==> src/design/hsfl_pkg.sv <==
// Package for the scaled HMM forward-likelihood block.
// Holds sizes, formats, command and state types used by all modules but the RAM.
// No dependencies.
`timescale 1ns / 1ps
`default_nettype none

package hsfl_pkg;

  // Model sizes and probability format
  localparam int MAX_STATES     = 16;
  localparam int MAX_SYMBOLS    = 64;
  localparam int PROB_FRAC_BITS = 15;

  // Field widths fixed by the interface
  localparam int REQ_W   = 2;
  localparam int ROW_W   = 4;
  localparam int COL_W   = 6;
  localparam int PROB_W  = 16;
  localparam int SYM_W   = 6;
  localparam int LOG_W   = 32;
  localparam int NST_W   = 5;
  localparam int NSYM_W  = 7;
  localparam int CFG_W   = 7;
  localparam int CFGA_W  = 1;

  // Derived internal widths
  localparam int ST_W    = $clog2(MAX_STATES);
  localparam int SI_W    = $clog2(MAX_SYMBOLS);
  localparam int TADDR_W = 2 * ST_W;
  localparam int EADDR_W = ST_W + SI_W;
  localparam int ACC_W   = 2 * PROB_W + ST_W;
  localparam int F_W     = ACC_W - PROB_FRAC_BITS;
  localparam int U_W     = PROB_W + F_W;
  localparam int TOT_W   = U_W + ST_W;
  localparam int MANT_W  = 31;
  localparam int CNT_W   = $clog2(TOT_W);
  localparam int L2_W    = 24;
  localparam int LNP_W   = L2_W + 32;

  localparam logic [PROB_W-1:0] ONE_PROB = PROB_W'(1) << PROB_FRAC_BITS;
  localparam logic [31:0]       LN2_Q32  = 32'd2977044472;
  localparam logic [LOG_W-1:0]  LOG_MIN  = {1'b1, {(LOG_W-1){1'b0}}};
  localparam logic [LOG_W-1:0]  LOG_MAX  = {1'b0, {(LOG_W-1){1'b1}}};

  // Request codes on the input channel
  typedef enum logic [REQ_W-1:0] {
    REQ_LD_TRANS = 2'd0,
    REQ_LD_EMIS  = 2'd1,
    REQ_LD_INIT  = 2'd2,
    REQ_OBS      = 2'd3
  } req_e;

  // Configuration register indexes
  typedef enum logic [CFGA_W-1:0] {
    CFG_NUM_STATES  = 1'b0,
    CFG_NUM_SYMBOLS = 1'b1
  } cfg_e;

  // Command kinds after classification
  typedef enum logic [2:0] {
    CMD_NOP,
    CMD_LD_TRANS,
    CMD_LD_EMIS,
    CMD_LD_INIT,
    CMD_OBS
  } cmd_kind_e;

  typedef struct packed {
    cmd_kind_e           kind;
    logic [EADDR_W-1:0]  addr;
    logic [PROB_W-1:0]   value;
    logic [SYM_W-1:0]    sym;
    logic                sym_ok;
    logic                start;
    logic [ST_W-1:0]     n_m1;
  } cmd_t;

  // Back-end sequencer states
  typedef enum logic [3:0] {
    ST_IDLE,
    ST_EREAD,
    ST_MAC,
    ST_UMUL,
    ST_UACC,
    ST_NINIT,
    ST_NSTEP,
    ST_NFIN,
    ST_LSHIFT,
    ST_LSQ,
    ST_LMUL,
    ST_LRND,
    ST_DONE
  } state_e;

endpackage

`default_nettype wire

==> src/design/hsfl_front.sv <==
// Front end: input handshake, configuration registers and item classification.
// Depends on hsfl_pkg.
`timescale 1ns / 1ps
`default_nettype none

module hsfl_front (
  input  wire logic                          clk_i,
  input  wire logic                          rst_ni,
  input  wire logic                          cfg_we_i,
  input  wire logic [hsfl_pkg::CFGA_W-1:0]   cfg_index_i,
  input  wire logic [hsfl_pkg::CFG_W-1:0]    cfg_wdata_i,
  input  wire logic                          in_valid_i,
  output logic                               in_ready_o,
  input  wire logic [hsfl_pkg::REQ_W-1:0]    req_type_i,
  input  wire logic [hsfl_pkg::ROW_W-1:0]    row_index_i,
  input  wire logic [hsfl_pkg::COL_W-1:0]    col_index_i,
  input  wire logic [hsfl_pkg::PROB_W-1:0]   prob_value_i,
  input  wire logic [hsfl_pkg::SYM_W-1:0]    obs_symbol_i,
  input  wire logic                          seq_start_i,
  input  wire logic                          q_full_i,
  output logic                               push_o,
  output hsfl_pkg::cmd_t                     cmd_o
);
  import hsfl_pkg::*;

  logic [NST_W-1:0]  num_states_q;
  logic [NSYM_W-1:0] num_symbols_q;
  logic [NST_W-1:0]  n_eff;
  logic [NSYM_W-1:0] ns_eff;
  logic [PROB_W-1:0] pv_sat;

  // Configuration writes
  always_ff @(posedge clk_i or negedge rst_ni) begin
    if (!rst_ni) begin
      num_states_q  <= NST_W'(MAX_STATES);
      num_symbols_q <= NSYM_W'(MAX_SYMBOLS);
    end else if (cfg_we_i) begin
      case (cfg_e'(cfg_index_i))
        CFG_NUM_STATES:  num_states_q  <= cfg_wdata_i[NST_W-1:0];
        CFG_NUM_SYMBOLS: num_symbols_q <= cfg_wdata_i[NSYM_W-1:0];
        default: ;
      endcase
    end
  end

  // Clamp the registers to their usable ranges
  always_comb begin
    n_eff = num_states_q;
    if (num_states_q == '0) n_eff = NST_W'(1);
    else if (num_states_q > NST_W'(MAX_STATES)) n_eff = NST_W'(MAX_STATES);
    ns_eff = num_symbols_q;
    if (num_symbols_q == '0) ns_eff = NSYM_W'(1);
    else if (num_symbols_q > NSYM_W'(MAX_SYMBOLS)) ns_eff = NSYM_W'(MAX_SYMBOLS);
  end

  assign pv_sat     = (prob_value_i > ONE_PROB) ? ONE_PROB : prob_value_i;
  assign in_ready_o = !q_full_i;
  assign push_o     = in_valid_i && !q_full_i;

  // Classify the transaction into a back-end command
  always_comb begin
    cmd_o        = '0;
    cmd_o.kind   = CMD_NOP;
    cmd_o.value  = pv_sat;
    cmd_o.sym    = obs_symbol_i;
    cmd_o.start  = seq_start_i;
    cmd_o.sym_ok = {1'b0, obs_symbol_i} < ns_eff;
    cmd_o.n_m1   = ST_W'(n_eff - NST_W'(1));
    case (req_e'(req_type_i))
      REQ_LD_TRANS: begin
        // Every row index is in range; only the destination state can be out of range
        if (col_index_i < COL_W'(MAX_STATES)) begin
          cmd_o.kind = CMD_LD_TRANS;
          cmd_o.addr = EADDR_W'({row_index_i[ST_W-1:0], col_index_i[ST_W-1:0]});
        end
      end
      REQ_LD_EMIS: begin
        cmd_o.kind = CMD_LD_EMIS;
        cmd_o.addr = {row_index_i[ST_W-1:0], col_index_i[SI_W-1:0]};
      end
      REQ_LD_INIT: begin
        cmd_o.kind = CMD_LD_INIT;
        cmd_o.addr = EADDR_W'(row_index_i[ST_W-1:0]);
      end
      REQ_OBS: begin
        cmd_o.kind = CMD_OBS;
      end
      default: cmd_o.kind = CMD_NOP;
    endcase
  end

endmodule

`default_nettype wire

==> config.mk <==
export PLATFORM = sky130hd
export DESIGN_NAME = hsfl_front
export DESIGN_NICKNAME = d
export VERILOG_FILES = /design/src/design/hsfl_pkg.sv /design/src/design/hsfl_front.sv
export SDC_FILE = /design/constraint.sdc
export NUM_CORES = 1
export LEC_CHECK = 0
export ABC_AREA = 1
export BUFFER_PORTS_ARGS = -buffer_cell sky130_fd_sc_hd__buf_2
export CORE_MARGIN = 2
export CORE_UTILIZATION = 32
export DETAILED_ROUTE_END_ITERATION = 8
export PLACE_DENSITY = 0.75
export SLEW_MARGIN = 25
export SYNTH_ARGS = -nofsm -noshare
export SYNTH_HDL_FRONTEND = slang
export SYNTH_SLANG_ARGS = --single-unit
==> constraint.sdc <==
create_clock -name clk_i -period 1.8 [get_ports clk_i]
set_input_delay 0.09 -clock clk_i [delete_from_list [all_inputs] [get_ports clk_i]]
set_output_delay 0.09 -clock clk_i [all_outputs]
set_load 0.05 [all_outputs]
# Word level (Yosys, flattened, before mapping)
# Index checks and enable logic that the tools add are counted.
# classes
addsub	1
n_lt_le_gt_ge	5
eq_ne	3
mux	8
n_bitwise	1
reduce_logical	7
# ops
cell	n
$pmux 10 s3	1
$gt 16x16->1 const B	1
$mux 16	1
$mux 7	2
$pmux 3 s4	1
$mux 11	1
$mux 4	2
$gt 7x7->1 const B	1
$logic_not 7->1	1
$lt 6x7->1	1
$lt 6x5->1 const B	1
$gt 5x5->1 const B	1
$logic_not 5->1	1
$eq 2x2->1 const B	2
$reduce_and 2->1	2
$sub 4x1->4 const B	1
$eq 2x1->1 const B	1
$logic_not 2->1	1
$logic_and 1x1->1	1
$logic_not 1->1	1
$not 1->1	1
# totals
reg_bits	12
in_bits	48
output_inout_bits	43

# Logic depth before layout (Yosys ltp)
# depth
depth_word	4
ltp_mapped	8
depth_no_buf	8

# Least setup slack after synthesis
# No wires, ideal clock.
# synth_timing
path_type	register to output
startpoint	register num_states_q[0]
endpoint	output cmd_o[2] in the netlist's numbering
arrival_time_ns	2.550
slack_ns	-0.840
path_stages_with_launch	5
n_path_buf	0
cell_sequence	dfrtp_1 > nor4_1 > o21ai_0 > ha_1 > xnor2_1
# synth_lines
element	line_no	rtl
from (decl)	hsfl_front.sv:26	logic [NST_W-1:0] num_states_q;
from (signal assigned)	hsfl_front.sv:35	num_states_q <= NST_W'(MAX_STATES);
from (signal assigned)	hsfl_front.sv:39	CFG_NUM_STATES: num_states_q <= cfg_wdata_i[NST_W-1:0];
to (decl)	hsfl_front.sv:22	output hsfl_pkg::cmd_t cmd_o

==> results.cfg <==
[yosys]
yosysTopAreaCell = dfrtp_1
synth.yosys.seq_area_share = 0.2668
synth_ff_type = dfrtp_1
avgSynthCellArea_um2 = 6.448
synth_top_area_share = 0.2205
synth-async-reset-ratio = 1.000
syn_area_mm2 = 0.001135
ys_types = 21
synth_nets = 234
synth-edff-count = 0
synth_seq_cells = 12
synthTopCellsByArea = dfrtp_1 (22%), nand2_1 (14%), inv_1 (12%)
yosysWarnings = 0
syn_inst = 176

[timing]
hold_viol = 0
slew_violations = 0
worst_pin_slew_ns = 0.5805
holdWs_ns = 0.04674
period_minus_slack_ns = 1.802
slew_headroom = 0.6107
clock_skew_ns = 0
fin_ws_ns = -0.002483
timing.fmax_mhz = 554.8
fin_crit_sh = 1.001
finalSetupViolations = 1
grt_setup_unrepaired = yes

[die]
ios = 91
num_rows = 21
start_util = 0.3374
die_w_um = 63.55
die_area_mm2 = 0.004039
core_mm2 = 0.003363
fp.dieH_um = 63.55

[grt]
grt_pass1_vias = 1308
grt_pass1_wl_um = 5230
grt_overflow = 0
grt_usage = 0.1572
antenna_found_initial = 0
grt_max_degree = 16

[clock_tree]
h-tree-depth = 1
cts_inserted_buffers = 3
cts.clk_slew.worst_paths_ns = 0.08
cts_root_buffer = clkbuf_4
clockBufferDepth = 2
cts_num_sinks = 12
clk_latency_ns = 0.27
cts_tree = yes

[run_status]
violations = setup timing
status = finished with violations

[place]
gp_congestion = 0.8413
portBuffers = 88
dpl_cell_area_mm2 = 0.001584
dp.final_hpwl_um = 2484
pre_cts_slack_ns = -0.003189
dp_cells = 299

[drt]
routed_via_density = 4.464
final_antenna_net_count = 0
finalWirelength_um = 3111
vias = 1366
drc = 0
first_pass_iters = 4
wl_per_cell_um = 10.17
drt_iter0_markers = 16

[power_and_ir_drop]
leakage_uw = 0.001028
peakVddDrop_mv = 0.2699
power_uw = 1249
power_density_mw_per_mm2 = 714.6

[critical_path]
reg2reg_depth = 3
critPathCaptureType = output pin
cp.required_ns = 1.71
start_kind = flip-flop
arrival_ns = 1.71
path_class = flip-flop to output pin
cp_max_fo = 5

[finish]
n_antenna_cell = 0
final_area_mm2 = 0.001748
fin_cells = 306
fin_nets = 319
drive_gt1_frac = 0.4462
synthToLayoutAreaGrowth_pct = 54.02

[job]
max_cap_violations = 0

[worst_hold_path]
min-delay-path-class = input pin to flip-flop
min_path_cells = 3
==> final cells by class <==
class | instances | area (um2)
inverters | 36 | 140.1
well taps | 46 | 57.56
clock buffers | 4 | 36.28
multi-input cells | 117 | 728.2
flip-flops and latches | 12 | 304.0
repair buffers | 90 | 476.7
repair inverters | 1 | 5.005
fillers | 352 | 1615
==> sequential cells by signal, summed over array words and instances, names as in the netlist <==
signal	cells
num_states_q	5
num_symbols_q	7
==> metal layers <==
layer	routed length (um)	track usage
met5	0	0
met4	54	0.06522
met3	261	0.02500
met2	1581	0.2895
met1	1214	0.1778
==> per-stage QoR <==
stage | utilization | TNS [ns]
after detailed placement | 0.4710 | -0.003189
final | 0.5197 | -0.002483
after global placement | 0.4710 | 0
after CTS | 0.5019 | -0.01002
after global routing | 0.5197 | -0.2120
after floorplan | - | -0.03328
==> critical path, cell delays in order (launching register included) <==
cell,delay [ns]
dfstp_2,0.57
clkinv_4,0.09
nand2_2,0.08
ha_4,0.20
a21oi_2,0.12
a21oi_1,0.08
a21oi_2,0.12
buf_6,0.17
==> power by group <==
part | leakage [uW] | switching [uW] | internal [uW]
Clock | 0.0000210 | 93.3 | 123
Combinational | 0.000864 | 455 | 228
Sequential | 0.000143 | 41.1 | 309
==> final timing paths <==
check,startpoint,endpoint,slack (ns)
worst min-delay path,cfg_wdata_i[4],num_states_q[4]$_DFFE_PN1P_,0.05
worst min register to register,num_states_q[4]$_DFFE_PN1P_,num_states_q[4]$_DFFE_PN1P_,0.51
worst max-delay path,num_symbols_q[6]$_DFFE_PN1P_,cmd_o[5],-0.002
max in group asynchronous,rst_ni,num_symbols_q[6]$_DFFE_PN1P_,1.31
min in group asynchronous,rst_ni,num_symbols_q[5]$_DFFE_PN0P_,0.21
worst max register to register,num_symbols_q[6]$_DFFE_PN1P_,num_symbols_q[6]$_DFFE_PN1P_,0.82
==> timing repair <==
| action | CTS | global route |
|---|---|---|
| pin swaps | 2 | 6 |
| resized for setup | 12 | 12 |
| hold endpoints to repair | 12 | 0 |
| setup buffers | 1 | 0 |
| hold buffers | 1 | 0 |
| gates cloned | 1 | 0 |
| setup endpoints to repair | 3 | 3 |
==> synth_stat cells, types with 2 or more instances <==
library cell,number
nand4_1,6
nor2_1,21
ha_1,10
dfrtp_1,10
o21ai_0,14
buf_4,7
a21oi_1,13
nand3_1,3
clkbuf_1,3
dfstp_2,2
inv_1,35
nand2_1,43
==> cell families (layout without fill, tap and decap cells) <==
kind of cell             Yosys count  count (layout)  synth area share
flip-flops                        12              12            0.2668
AND/OR/NAND/NOR                   76              76            0.2834
multiplexers                       1               1          0.009922
XOR/XNOR                           1               1          0.007719
adder cells (fa/ha/maj)           10              10            0.1103
AO/OA/AOI/OAI                     29              29            0.1367
buffers and inverters             47             131            0.1852
==> placed cells by master, fill, tap and decap left out, types with 6 or more instances in the layout <==
cell,instances
nand4_1,6
nor2_1,21
o21ai_0,12
inv_1,34
a21oi_1,10
buf_2,85
ha_1,6
nand2_1,40
dfrtp_1,9
No activity file was read; power rests on OpenSTA's default activity.
