===== src/design/hsfl_pkg.sv =====
// Package for the scaled HMM forward-likelihood block.
// Holds sizes, formats, command and state types used by all modules but the RAM.
// No dependencies.
`timescale 1ns / 1ps
`default_nettype none

package hsfl_pkg;

  // Model sizes and probability format
  localparam int MAX_STATES     = 16;
  localparam int MAX_SYMBOLS    = 64;
  localparam int PROB_FRAC_BITS = 15;

  // Field widths fixed by the interface
  localparam int REQ_W   = 2;
  localparam int ROW_W   = 4;
  localparam int COL_W   = 6;
  localparam int PROB_W  = 16;
  localparam int SYM_W   = 6;
  localparam int LOG_W   = 32;
  localparam int NST_W   = 5;
  localparam int NSYM_W  = 7;
  localparam int CFG_W   = 7;
  localparam int CFGA_W  = 1;

  // Derived internal widths
  localparam int ST_W    = $clog2(MAX_STATES);
  localparam int SI_W    = $clog2(MAX_SYMBOLS);
  localparam int TADDR_W = 2 * ST_W;
  localparam int EADDR_W = ST_W + SI_W;
  localparam int ACC_W   = 2 * PROB_W + ST_W;
  localparam int F_W     = ACC_W - PROB_FRAC_BITS;
  localparam int U_W     = PROB_W + F_W;
  localparam int TOT_W   = U_W + ST_W;
  localparam int MANT_W  = 31;
  localparam int CNT_W   = $clog2(TOT_W);
  localparam int L2_W    = 24;
  localparam int LNP_W   = L2_W + 32;

  localparam logic [PROB_W-1:0] ONE_PROB = PROB_W'(1) << PROB_FRAC_BITS;
  localparam logic [31:0]       LN2_Q32  = 32'd2977044472;
  localparam logic [LOG_W-1:0]  LOG_MIN  = {1'b1, {(LOG_W-1){1'b0}}};
  localparam logic [LOG_W-1:0]  LOG_MAX  = {1'b0, {(LOG_W-1){1'b1}}};

  // Request codes on the input channel
  typedef enum logic [REQ_W-1:0] {
    REQ_LD_TRANS = 2'd0,
    REQ_LD_EMIS  = 2'd1,
    REQ_LD_INIT  = 2'd2,
    REQ_OBS      = 2'd3
  } req_e;

  // Configuration register indexes
  typedef enum logic [CFGA_W-1:0] {
    CFG_NUM_STATES  = 1'b0,
    CFG_NUM_SYMBOLS = 1'b1
  } cfg_e;

  // Command kinds after classification
  typedef enum logic [2:0] {
    CMD_NOP,
    CMD_LD_TRANS,
    CMD_LD_EMIS,
    CMD_LD_INIT,
    CMD_OBS
  } cmd_kind_e;

  typedef struct packed {
    cmd_kind_e           kind;
    logic [EADDR_W-1:0]  addr;
    logic [PROB_W-1:0]   value;
    logic [SYM_W-1:0]    sym;
    logic                sym_ok;
    logic                start;
    logic [ST_W-1:0]     n_m1;
  } cmd_t;

  // Back-end sequencer states
  typedef enum logic [3:0] {
    ST_IDLE,
    ST_EREAD,
    ST_MAC,
    ST_UMUL,
    ST_UACC,
    ST_NINIT,
    ST_NSTEP,
    ST_NFIN,
    ST_LSHIFT,
    ST_LSQ,
    ST_LMUL,
    ST_LRND,
    ST_DONE
  } state_e;

endpackage

`default_nettype wire


===== src/design/hsfl_queue.sv =====
// Two-entry command queue between front end and back end.
// Depends on hsfl_pkg.
`timescale 1ns / 1ps
`default_nettype none

module hsfl_queue (
  input  wire logic           clk_i,
  input  wire logic           rst_ni,
  input  wire logic           push_i,
  input  wire hsfl_pkg::cmd_t data_i,
  output logic                full_o,
  input  wire logic           pop_i,
  output logic                empty_o,
  output hsfl_pkg::cmd_t      data_o
);
  import hsfl_pkg::*;

  cmd_t       mem_q [2];
  logic       wptr_q;
  logic       rptr_q;
  logic [1:0] cnt_q;

  assign full_o  = cnt_q == 2'd2;
  assign empty_o = cnt_q == 2'd0;
  assign data_o  = mem_q[rptr_q];

  // Entry storage
  always_ff @(posedge clk_i) begin
    if (push_i) begin
      mem_q[wptr_q] <= data_i;
    end
  end

  // Pointers and fill count
  always_ff @(posedge clk_i or negedge rst_ni) begin
    if (!rst_ni) begin
      wptr_q <= 1'b0;
      rptr_q <= 1'b0;
      cnt_q  <= 2'd0;
    end else begin
      if (push_i) wptr_q <= !wptr_q;
      if (pop_i)  rptr_q <= !rptr_q;
      cnt_q <= cnt_q + 2'(push_i) - 2'(pop_i);
    end
  end

endmodule

`default_nettype wire


===== config.mk =====
export PLATFORM = sky130hd
export DESIGN_NAME = hsfl_queue
export DESIGN_NICKNAME = d
export VERILOG_FILES = /design/src/design/hsfl_pkg.sv /design/src/design/hsfl_queue.sv
export SDC_FILE = /design/constraint.sdc
export NUM_CORES = 1
export LEC_CHECK = 0
export ABC_AREA = 1
export ABC_CLOCK_PERIOD_IN_PS = 4700
export BUFFER_PORTS_ARGS = -buffer_cell sky130_fd_sc_hd__buf_2
export CAP_MARGIN = 0
export CELL_PAD_IN_SITES_DETAIL_PLACEMENT = 1
export CELL_PAD_IN_SITES_GLOBAL_PLACEMENT = 2
export CORE_UTILIZATION = 38
export CTS_CLUSTER_SIZE = 10
export DETAILED_ROUTE_END_ITERATION = 7
export PLACE_DENSITY = 0.91
export SLEW_MARGIN = 5
export SYNTH_ARGS = -nofsm -noshare
export SYNTH_HDL_FRONTEND = slang
export SYNTH_SLANG_ARGS = --single-unit

===== constraint.sdc =====
create_clock -name clk_i -period 4.7 [get_ports clk_i]
set_input_delay 0.94 -clock clk_i [delete_from_list [all_inputs] [get_ports clk_i]]
set_output_delay 0.94 -clock clk_i [all_outputs]
set_load 0.01 [all_outputs]

# --- After elaboration in Yosys (flattened, before gate mapping) ---
# Memory sizes are Yosys's and may differ from the RTL's.
# Cells that the tools add are included.
# Widths: inputs -> output; s select.
word_totals:
  reg_bits: 4
  ram_bits: 82
  in_bits: 45
  elab_cells: 12
  mem_count: 1
op_classes:
  addsub: 2
  n_eq_ne: 1
  muxes: 2
  n_reduce_logical: 3
mem_list:
  columns: ["memory", "words", "word_bits", "rd", "rd_ports_with_merged_regs", "write_ports", "line_no", "source"]
  rows:
  - ["mem_q", 2, 41, 1, 0, 1, "hsfl_queue.sv:18", "cmd_t mem_q [2];"]
ops:
  columns: ["operator", "count"]
  rows:
  - ["$add 2x1->2", 1]
  - ["$eq 2x2->1 const B", 1]
  - ["$logic_not 1->1", 2]
  - ["$logic_not 2->1", 1]
  - ["$mux 1", 2]
  - ["$sub 2x1->2", 1]

# --- Depth between registers and ports, before layout ---
# Gate-level depths: netlist of the first run.
logic_depth:
  word_depth: 2
  mapped_depth: 7
  depth_no_buf: 7

# --- Least setup slack after synthesis of the first run ---
# No wires, ideal clock.
synth_path:
  kind: "input -> register"
  startpoint: "input push_i"
  endpoint: "memory mem_q[0][0] in the netlist's numbering (enable)"
  setup_time_ns: 0.440
  arrival_ns: 2.705
  required_time_ns: 4.260
  setup_slack_ns: 1.555
  path_stages: 2
  n_path_buf: 0
  cell_sequence: "inv_1 -> nor2_1"
synth_between:
  elab_chain_len: 2
synth_lines:
  columns: ["item", "line_no", "source"]
  rows:
  - ["from (decl)", "hsfl_queue.sv:9", "input wire logic push_i,"]
  - ["$mux 1", "hsfl_queue.sv:29", "if (push_i) begin"]
  - ["$mux 1 (not written as such)", "hsfl_queue.sv:30", "mem_q[wptr_q] <= data_i;"]
  - ["to (decl)", "hsfl_queue.sv:18", null]
# Every way passes these cells.

==> results of run 1 <==
-- worst max-delay path: stages (launching register included) --
cell     delay [ns]
dfrtp_4        1.06
nand2_1        0.16
o21ai_2        0.12
buf_2          0.15
-- kinds of logic (layout without fill, tap and decap cells) --
kind of cell | after synthesis | in the layout | share of synthesized area
XOR/XNOR | 2 | 2 | 0.00513
adder cells (fa/ha/maj) | 2 | 2 | 0.00732
buffers and inverters | 57 | 152 | 0.0882
AND/OR/NAND/NOR | 51 | 51 | 0.0564
flip-flops | 86 | 86 | 0.750
AO/OA/AOI/OAI | 41 | 41 | 0.0930
-- area by class of cell --
class,instances,area share
Inverter,48,0.0440
Clock inverter,4,0.0174
Multi-Input combinational cell,96,0.137
Tap cell,108,0.0330
Clock buffer,12,0.0330
Timing Repair Buffer,88,0.108
Sequential cell,86,0.627
-- through the flow --
stage / cell area, sq um / hold WS (ns) / util / cells
final: 4090 / 0.401 / 0.469 / 442
after global routing: 4090 / 0.379 / 0.469 / 442
after CTS: 4090 / 0.381 / 0.469 / 442
after detailed placement: 3880 / 0.560 / 0.445 / 426
after global placement: 3880 / 0.534 / 0.445 / 426
after floorplan: 3420 / 0.463 / - / 239
-- flip-flops by register name (all words and copies together), names as in the netlist --
| name | count |
|---|---|
| cnt_q | 2 |
| mem_q | 82 |
| rptr_q | 1 |
| wptr_q | 1 |
-- how the worst max path moves through the flow --
stage	slack, ns	end	from
3_3_place_gp	2.23	data_o[38]	rptr_q$_DFFE_PN0P_
2_1_floorplan	1.56	mem_q[0][0]$_DFFE_PP_	push_i
4_1_cts	1.81	data_o[33]	rptr_q$_DFFE_PN0P_
5_1_grt	1.68	data_o[24]	rptr_q$_DFFE_PN0P_
6_report	1.89	data_o[24]	rptr_q$_DFFE_PN0P_
3_5_place_dp	2.20	data_o[33]	rptr_q$_DFFE_PN0P_
-- cells in the final DEF, fill, tap and decap left out --
master,synthesis,routed
o21ai_1,1,1
inv_1,48,47
o21ai_0,10,10
clkbuf_8,0,9
nor2_4,0,1
xor2_1,2,2
nand3_1,1,1
inv_2,0,1
bufinv_16,0,2
dfrtp_1,4,3
clkinvlp_4,0,1
nor2_1,3,2
edfxtp_1,82,82
dfrtp_4,0,1
o21ai_2,30,30
ha_1,2,2
buf_4,0,1
clkbuf_1,0,3
buf_2,0,87
clkinv_1,0,1
nand2_1,47,47
-- report_power, final --
group          total [mW]  internal (mW)  switching, mW
logic               0.650          0.270          0.380
clock network       0.541          0.299          0.243
registers            1.19           1.02          0.165
total                2.38           1.59          0.787
-- per-layer routing --
| layer | vias up | GRT usage | share of wire |
|---|---|---|---|
| met5 | - | 0 | 0 |
| met1 | 984 | 0.149 | 0.40 |
| met3 | 10 | 0.0275 | 0.037 |
| met2 | 52 | 0.253 | 0.55 |
| met4 | 0 | 0.0620 | 0.016 |
| li1 | 979 | - | - |
==> run metrics, run 1 <==
status=completed; gr ovfl total=0; Reg2Reg Setup Slack=around 3 ns; detailed-route wire length per cell=between 10 and 15 um; total I/O pin count=88; CTS max path bufs=2; worst skew pair latency=around 0.34 ns; GP Congestion=0.651; pin count of the biggest net entering global routing=84; crit end category=primary output; Slew Limit Fails=0; initial antenna violation count=0; slew of the pin with the lowest slew margin=around 0.98 ns; cell leakage power=roughly 1.8 nW; Total Routed Length=5960 um; main area contributors after synthesis=edfxtp_1 (72%), o21ai_2 (7.7%), inv_1 (5.3%); unique cell type count in the Yosys netlist=14; fraction of synthesized cell area taken by the top area cell type=0.721; Root Buffer=clkbuf_8; layout cell share with drive strength beyond 1=0.398; Nets=approximately 380; DR pass1 iterations=3; R2R cell count=2; core area=about 0.0087 sq mm; total power=about 2.4 mW; Initial DRC Count=33; sequential fraction of the synthesis area=0.750; DRC Markers=0; FF-to-FF Start=wptr_q$_DFFE_PN0P_; CP startpoint kind=register; Die H=roughly 97 um; Setup violations, final=0; ANT cells=0; first-pass GRT wire length=roughly 9900 um; Synth top cells by count=edfxtp_1 (82), inv_1 (48), nand2_1 (47); Fill cells=between 900 and 1k; CP Max Fanout=83; Starting Density=0.392; hpwl dp=4050 um; kind of critical path=register to primary output; Post-DRT Antenna Nets=0; multi-input logic area=approximately 560 sq um; Slew headroom=0.350; num rows=34; Hold Fails Final Rpt=0; Post-Synthesis Cell Area=0.00342 sq mm; post-synthesis async set-or-reset flop share=0.0465; setup TNS=0 ns; Post-Syn Instances=239; number of synthesized flops with an enable pin=82; clock transition at the registers of the reported paths=approximately 0.070 ns; max-cap viol count=0; dpl ws=~2.2 ns; Die X=96.8 um; CTS sink count=between 80 and 90; worst hold path type=input pin to asynchronous set/reset pin; Power per Cell Area=around 580 mW/mm^2; RSZ-0062 raised after global routing=false; Ys Warns=0; crit share post-route=0.598; CTS Buf Count=9; vias in the first global route=2126; Tmin final=roughly 2.8 ns; Reg area=0.00257 sq mm; worst endpoint required time=3.76 ns; # port buffers=between 80 and 90; Syn Nets=roughly 290; post-synth top area cell=edfxtp_1; count leader, synth=edfxtp_1; final worst slack=1.89 ns; cts repair resizes=0; H-tree Lvls=3; WP data arrival=1.87 ns; GR Util All Layers=0.136; Yosys reg bits=86; Layout area overhead=19.7%; r2r endpoint=mem_q[0][9]$_DFFE_PP_; die footprint=roughly 0.0094 sq mm; setup bufs post-CTS=0; Synth Flop Type=edfxtp_1; Fmax=roughly 360 MHz; hold_buf cts=0; Worst Skew=around 0.010 ns; DR vias=a little over 2k; CTS tree=built; average cell area after synthesis=approximately 14 sq um; vias per cell=4.58; Peak VDD IR=0.000499 V
Note: power is estimated with default switching activity, not from simulation.
==> run 2: changes to the inputs <==
ABC_CLOCK_PERIOD_IN_PS = 2500   (was 4700)
CORE_UTILIZATION = 32   (was 38)
PLACE_DENSITY = 0.82   (was 0.91)
clock period = 2.5 ns   (was 4.7 ns; I/O delays follow)
==> run metrics, run 2 (synthesis gave the netlist of run 1 again) <==
Hold Fails Final Rpt=0 (unchanged); final non-filler cell total=475 (+7.5%); CP bufs+invs=2 (+1); DR pass1 iterations=4 (+1); CTS max path bufs=2 (unchanged); CP Max Fanout=22 (-73%); total power=4.63 mW (+95%); CP startpoint kind=register; NetSw=1.52 mW (+93%); num rows=37 (+8.8%); total I/O pin count=88 (unchanged); Top Family by Delay on Critical Path=flip-flops; pin count of the biggest net entering global routing=48 (-43%); GP Congestion=0.698 (+7.3%); hpwl dp=4540 um (+12%); Total Routed Length=6410 um (+7.7%); Clock power frac=0.232 (+0.004); worst endpoint required time=2.00 ns (-1.76 ns); max-cap viol count=0 (unchanged); hold worst-path end=mem_q[0][20]$_DFFE_PP_; max reg flops=82 (unchanged); vias per cell=4.24 (-7.5%); Die X=105 um (+8.8%); CTS tree=built; hold path start=data_i[20]; ANT cells=0 (unchanged); FF-to-FF Start=wptr_q$_DFFE_PN0P_; Root Buffer=clkbuf_8; core area=0.0103 sq mm (+18%); clock transition at the registers of the reported paths=0.08 ns (about the same); r2r endpoint=mem_q[1][15]$_DFFE_PP_; # port buffers=87 (unchanged); CP Depth=4 (+1); Slowest cell on crit path=dfrtp_4; GR Util All Layers=0.124 (-0.0121); layout cell share with drive strength beyond 1=0.413 (+0.0148); detailed-route wire length per cell=13.5 um (+0.19%); Power per Cell Area=1100 mW/mm^2 (+89%); Pint=3.11 mW (+95%); Cells on Worst Hold Path=1; placed cell count=458 (+7.5%); WP data arrival=1.61 ns (-0.26 ns); R2R cell count=3 (+1); CP max stage delay=0.56 ns (-0.50 ns); Setup violations, final=0 (unchanged); H-tree Lvls=3 (unchanged); Top reg by flops=mem_q; Combinational Power Share=0.325 (+0.052); initial antenna violation count=0 (unchanged); Flop pwr share=0.443 (-0.056); Layout area overhead=23.2%; commonest non-fill, non-tap cell in the layout=buf_2; worst skew pair latency=0.34 ns (about the same); vias in the first global route=2128 (+0.094%); CTS Buf Count=9 (unchanged); Starting Density=0.331 (-0.0608); commonest non-fill, non-tap cells in the layout=buf_2 (87), edfxtp_1 (82), inv_1 (47), nand2_1 (47), o21ai_2 (30); die footprint=0.0111 sq mm (+18%); post-route cell area=0.00421 sq mm (+2.9%); Fill cells=1106 (+17%); first-pass GRT wire length=10300 um (+4.5%); DRC Markers=0 (unchanged); Worst Skew=0.00782 ns (-0.00239 ns); CP cell instances=buf_4 > nand2_1 > o21ai_2 > buf_2; CTS sink count=86 (unchanged); Reg2Reg Setup Slack=0.95 ns (-2.05 ns); Initial DRC Count=58 (+76%); slew of the pin with the lowest slew margin=0.610 ns (-0.365 ns); cts repair resizes=0 (unchanged); cell leakage power=1.81 nW (+2.9%); Tmin final=between 2 and 2.5 ns; kind of critical path=register to primary output; status=completed; Slew headroom=0.593 (+0.243); Slew Limit Fails=0 (unchanged); crit end category=primary output; RSZ-0062 raised after global routing=false; Nets=381 (+1.3%); area post-placement=0.00398 sq mm (+2.3%); worst hold path type=input pin to register; DR vias=2014 (-0.54%); Net Sw Frac=0.329 (-0.00239); crit share post-route=0.844; Fmax=around 470 MHz; gr ovfl total=0 (unchanged); Hold WS=0.340 ns (-0.0612 ns); Die H=105 um (+8.8%); setup TNS=0 ns (unchanged); biggest regs=mem_q (82), cnt_q (2); Post-DRT Antenna Nets=0 (unchanged); Peak VDD IR=0.000538 V (+7.9%)
[run 2: cell count changes in the layout (fill, tap and decap cells not counted)]
cell,delta
buf_4,+2
clkbuf_8,+2
clkinv_2,+2
buf_12,+2
clkinvlp_4,-1
dlygate4sd3_1,+1
clkbuf_1,-2
clkinv_1,-1
[run 2: worst max path at each step]
| stage | start | to |
|---|---|---|
| floorplan | push_i | mem_q[0][0]$_DFFE_PP_ |
| global placement | push_i | mem_q[0][17]$_DFFE_PP_ |
| detailed placement | push_i | mem_q[1][1]$_DFFE_PP_ |
| CTS | rptr_q$_DFFE_PN0P_ | data_o[14] |
| global route | rptr_q$_DFFE_PN0P_ | data_o[14] |
| finish | rptr_q$_DFFE_PN0P_ | data_o[14] |
[run 2: repair_timing]
action                                  4_1_cts  5_1_grt
endpoints found under the hold margin         4        0
endpoints found under the setup margin        0        0
buffers inserted                              0        0
hold buffers                                  1        0
[run 2: worst reg2reg max path, stage by stage, from the launching register on]
cell,delay (ns)
dfrtp_1,0.43
nand2_1,0.10
inv_2,0.45
buf_12,0.28
[run 2: metal layers]
layer | GRT usage | routed length (um) | part of all wire
met2 | 0.219 | 3350 | 0.52
met4 | 0.0543 | 83 | 0.013
met3 | 0.0408 | 355 | 0.055
met5 | 0 | 0 | 0
met1 | 0.136 | 2620 | 0.41
[run 2: power groups by stage]
stage / Clock (mW) / Sequential [mW] / Combinational, mW
finish: 1.08 / 2.05 / 1.50
global route: 1.18 / 2.08 / 1.68
CTS: 1.12 / 2.05 / 1.56
detailed placement: 0 / 2.09 / 1.56
global placement: 0 / 2.07 / 1.51
floorplan: 0 / 2.02 / 1.13
[run 2: layout make-up]
type | count | area [sq um] | share of cell area
Tap cell | 136 | 170 | 0.0404
Clock buffer | 12 | 155 | 0.0368
Inverter | 48 | 180 | 0.0428
Sequential cell | 86 | 2570 | 0.610
Timing Repair Buffer | 93 | 508 | 0.121
Clock inverter | 4 | 70.1 | 0.0166
Multi-Input combinational cell | 96 | 561 | 0.133
[run 2: metrics by stage]
| step | util | setup slack (ns) |
|---|---|---|
| 4_1_cts | 0.408 | 0.358 |
| 5_1_grt | 0.408 | 0.273 |
| 2_1_floorplan | - | 0.499 |
| 3_3_place_gp | 0.385 | 0.773 |
| 3_5_place_dp | 0.385 | 0.726 |
| 6_report | 0.408 | 0.389 |
==> run 3: changes to the inputs <==
ABC_CLOCK_PERIOD_IN_PS = 1950   (was 2500)
CORE_UTILIZATION = 35   (was 32)
PLACE_DENSITY = 0.85   (was 0.82)
clock period = 1.95 ns   (was 2.5 ns; I/O delays follow)
==> run metrics, run 3 (synthesis gave the netlist of run 1 again) <==
status=completed; clock transition at the registers of the reported paths=0.08 ns (about the same); total power=6.11 mW (+32%); cell leakage power=1.83 nW (+1.2%); Hold Fails Final Rpt=0 (unchanged); CTS tree=built; worst endpoint required time=1.56 ns (-0.44 ns); Top reg by flops=mem_q; Die H=101 um (-4.3%); hpwl dp=4270 um (-6.0%); biggest regs=mem_q (82), cnt_q (2); Tmin final=between 1.5 and 2 ns; CTS sink count=86 (unchanged); commonest non-fill, non-tap cells in the layout=buf_2 (87), edfxtp_1 (82), inv_1 (47), nand2_1 (47), o21ai_2 (30); H-tree Lvls=3 (unchanged); pin count of the biggest net entering global routing=31 (-35%); crit end category=primary output; final worst slack=0.104 ns (-0.285 ns); Fmax=542 MHz; Power per Cell Area=1430 mW/mm^2 (+30%); Root Buffer=clkbuf_8; Slew Limit Fails=0 (unchanged); Layout area overhead=24.8%; Worst Skew=0.00811 ns (+0.000295 ns); Post-DRT Antenna Nets=0 (unchanged); num rows=35 (-5.4%); DRC Markers=0 (unchanged); area post-placement=0.00399 sq mm (+0.41%); Setup violations, final=0 (unchanged); total I/O pin count=88 (unchanged); CP Max Fanout=18 (-18%); dpl ws=0.314 ns (-0.412 ns); kind of critical path=register to primary output; placed cell count=451 (-1.5%); setup TNS=0 ns (unchanged); Reg2Reg Setup Slack=0.60 ns (-0.35 ns); Total Routed Length=6230 um (-2.8%); initial antenna violation count=0 (unchanged); worst hold path type=input pin to register; Die X=101 um (-4.3%); first-pass GRT wire length=9750 um (-5.6%); die footprint=0.0102 sq mm (-8.4%); # port buffers=87 (unchanged); vias per cell=4.32 (+1.9%); detailed-route wire length per cell=13.3 um (-1.8%); commonest non-fill, non-tap cell in the layout=buf_2; max reg flops=82 (unchanged); Initial DRC Count=46 (-21%); gr ovfl total=0 (unchanged); Hold WS=0.231 ns (-0.109 ns); max-cap viol count=0 (unchanged); crit share post-route=0.947; final core occ=0.457 (+0.0493); GR Util All Layers=0.130 (+0.00601); ANT cells=0 (unchanged); WP data arrival=1.46 ns (-0.15 ns); vias in the first global route=2103 (-1.2%); Peak VDD IR=0.000776 V (+44%); CTS Buf Count=9 (unchanged); Starting Density=0.366 (+0.0353); post-route cell area=0.00426 sq mm (+1.3%); Fill cells=997 (-9.9%); slew of the pin with the lowest slew margin=0.306 ns (-0.304 ns); layout cell share with drive strength beyond 1=0.416 (+0.00344); DR pass1 iterations=4 (unchanged); RSZ-0062 raised after global routing=false; worst skew pair latency=0.34 ns (about the same); core area=0.00933 sq mm (-9.6%); cts repair resizes=0 (unchanged); Nets=385 (+1.0%); Slew headroom=0.796 (+0.203); GP Congestion=0.649 (-7.0%); CP startpoint kind=register; final non-filler cell total=470 (-1.1%); CTS max path bufs=2 (unchanged); DR vias=2031 (+0.84%)
run 3: cell types whose count changed in the layout (fill, tap and decap cells not counted):
cell        change
clkinv_2        -2
clkbuf_8        -2
bufinv_16       +1
buf_8           +1
clkinvlp_4      +1
clkbuf_4        +1
buf_12          +2
run 3: layout make-up:
cell class                      instances  area (sq um)  share of cell area
Tap cell                              129           161              0.0379
Timing Repair Buffer                   97           571               0.134
Inverter                               48           180              0.0423
Clock buffer                           10           128              0.0299
Clock inverter                          4          97.6              0.0229
Multi-Input combinational cell         96           561               0.131
Sequential cell                        86          2570               0.602
run 3: final timing paths:
path / cells after the start / endpoint / startpoint
worst min-delay path: 1 / mem_q[0][14]$_DFFE_PP_ / data_i[14]
worst max register to register: 3 / mem_q[1][21]$_DFFE_PP_ / wptr_q$_DFFE_PN0P_
max in group asynchronous: 2 / rptr_q$_DFFE_PN0P_ / rst_ni
worst min register to register: 1 / wptr_q$_DFFE_PN0P_ / wptr_q$_DFFE_PN0P_
min in group asynchronous: 2 / cnt_q[0]$_DFF_PN0_ / rst_ni
worst max-delay path: 3 / data_o[35] / rptr_q$_DFFE_PN0P_
run 3: metal layers:
layer	vias up	part of all wire	global-route usage	routed length [um]
met5	-	0	0	0
met3	7	0.056	0.0479	352
li1	996	-	-	-
met4	0	0.0098	0.0457	61
met1	972	0.39	0.143	2440
met2	56	0.54	0.232	3370
run 3: report_power, final:
group | internal, mW | switching [mW] | total, mW
registers | 2.46 | 0.152 | 2.61
clock network | 0.838 | 0.578 | 1.42
logic | 0.842 | 1.24 | 2.09
run 3: worst max-delay path: stages (launching register included):
cell,delay [ns]
dfrtp_4,0.57
buf_8,0.19
o21ai_0,0.19
buf_2,0.16
run 3: what timing repair did:
| item | CTS | global route |
|---|---|---|
| endpoints found under the hold margin | 4 | 0 |
| hold buffers | 1 | 0 |
| setup buffers | 1 | 3 |
| setup endpoints to repair | 25 | 11 |
| pin swaps | 0 | 0 |
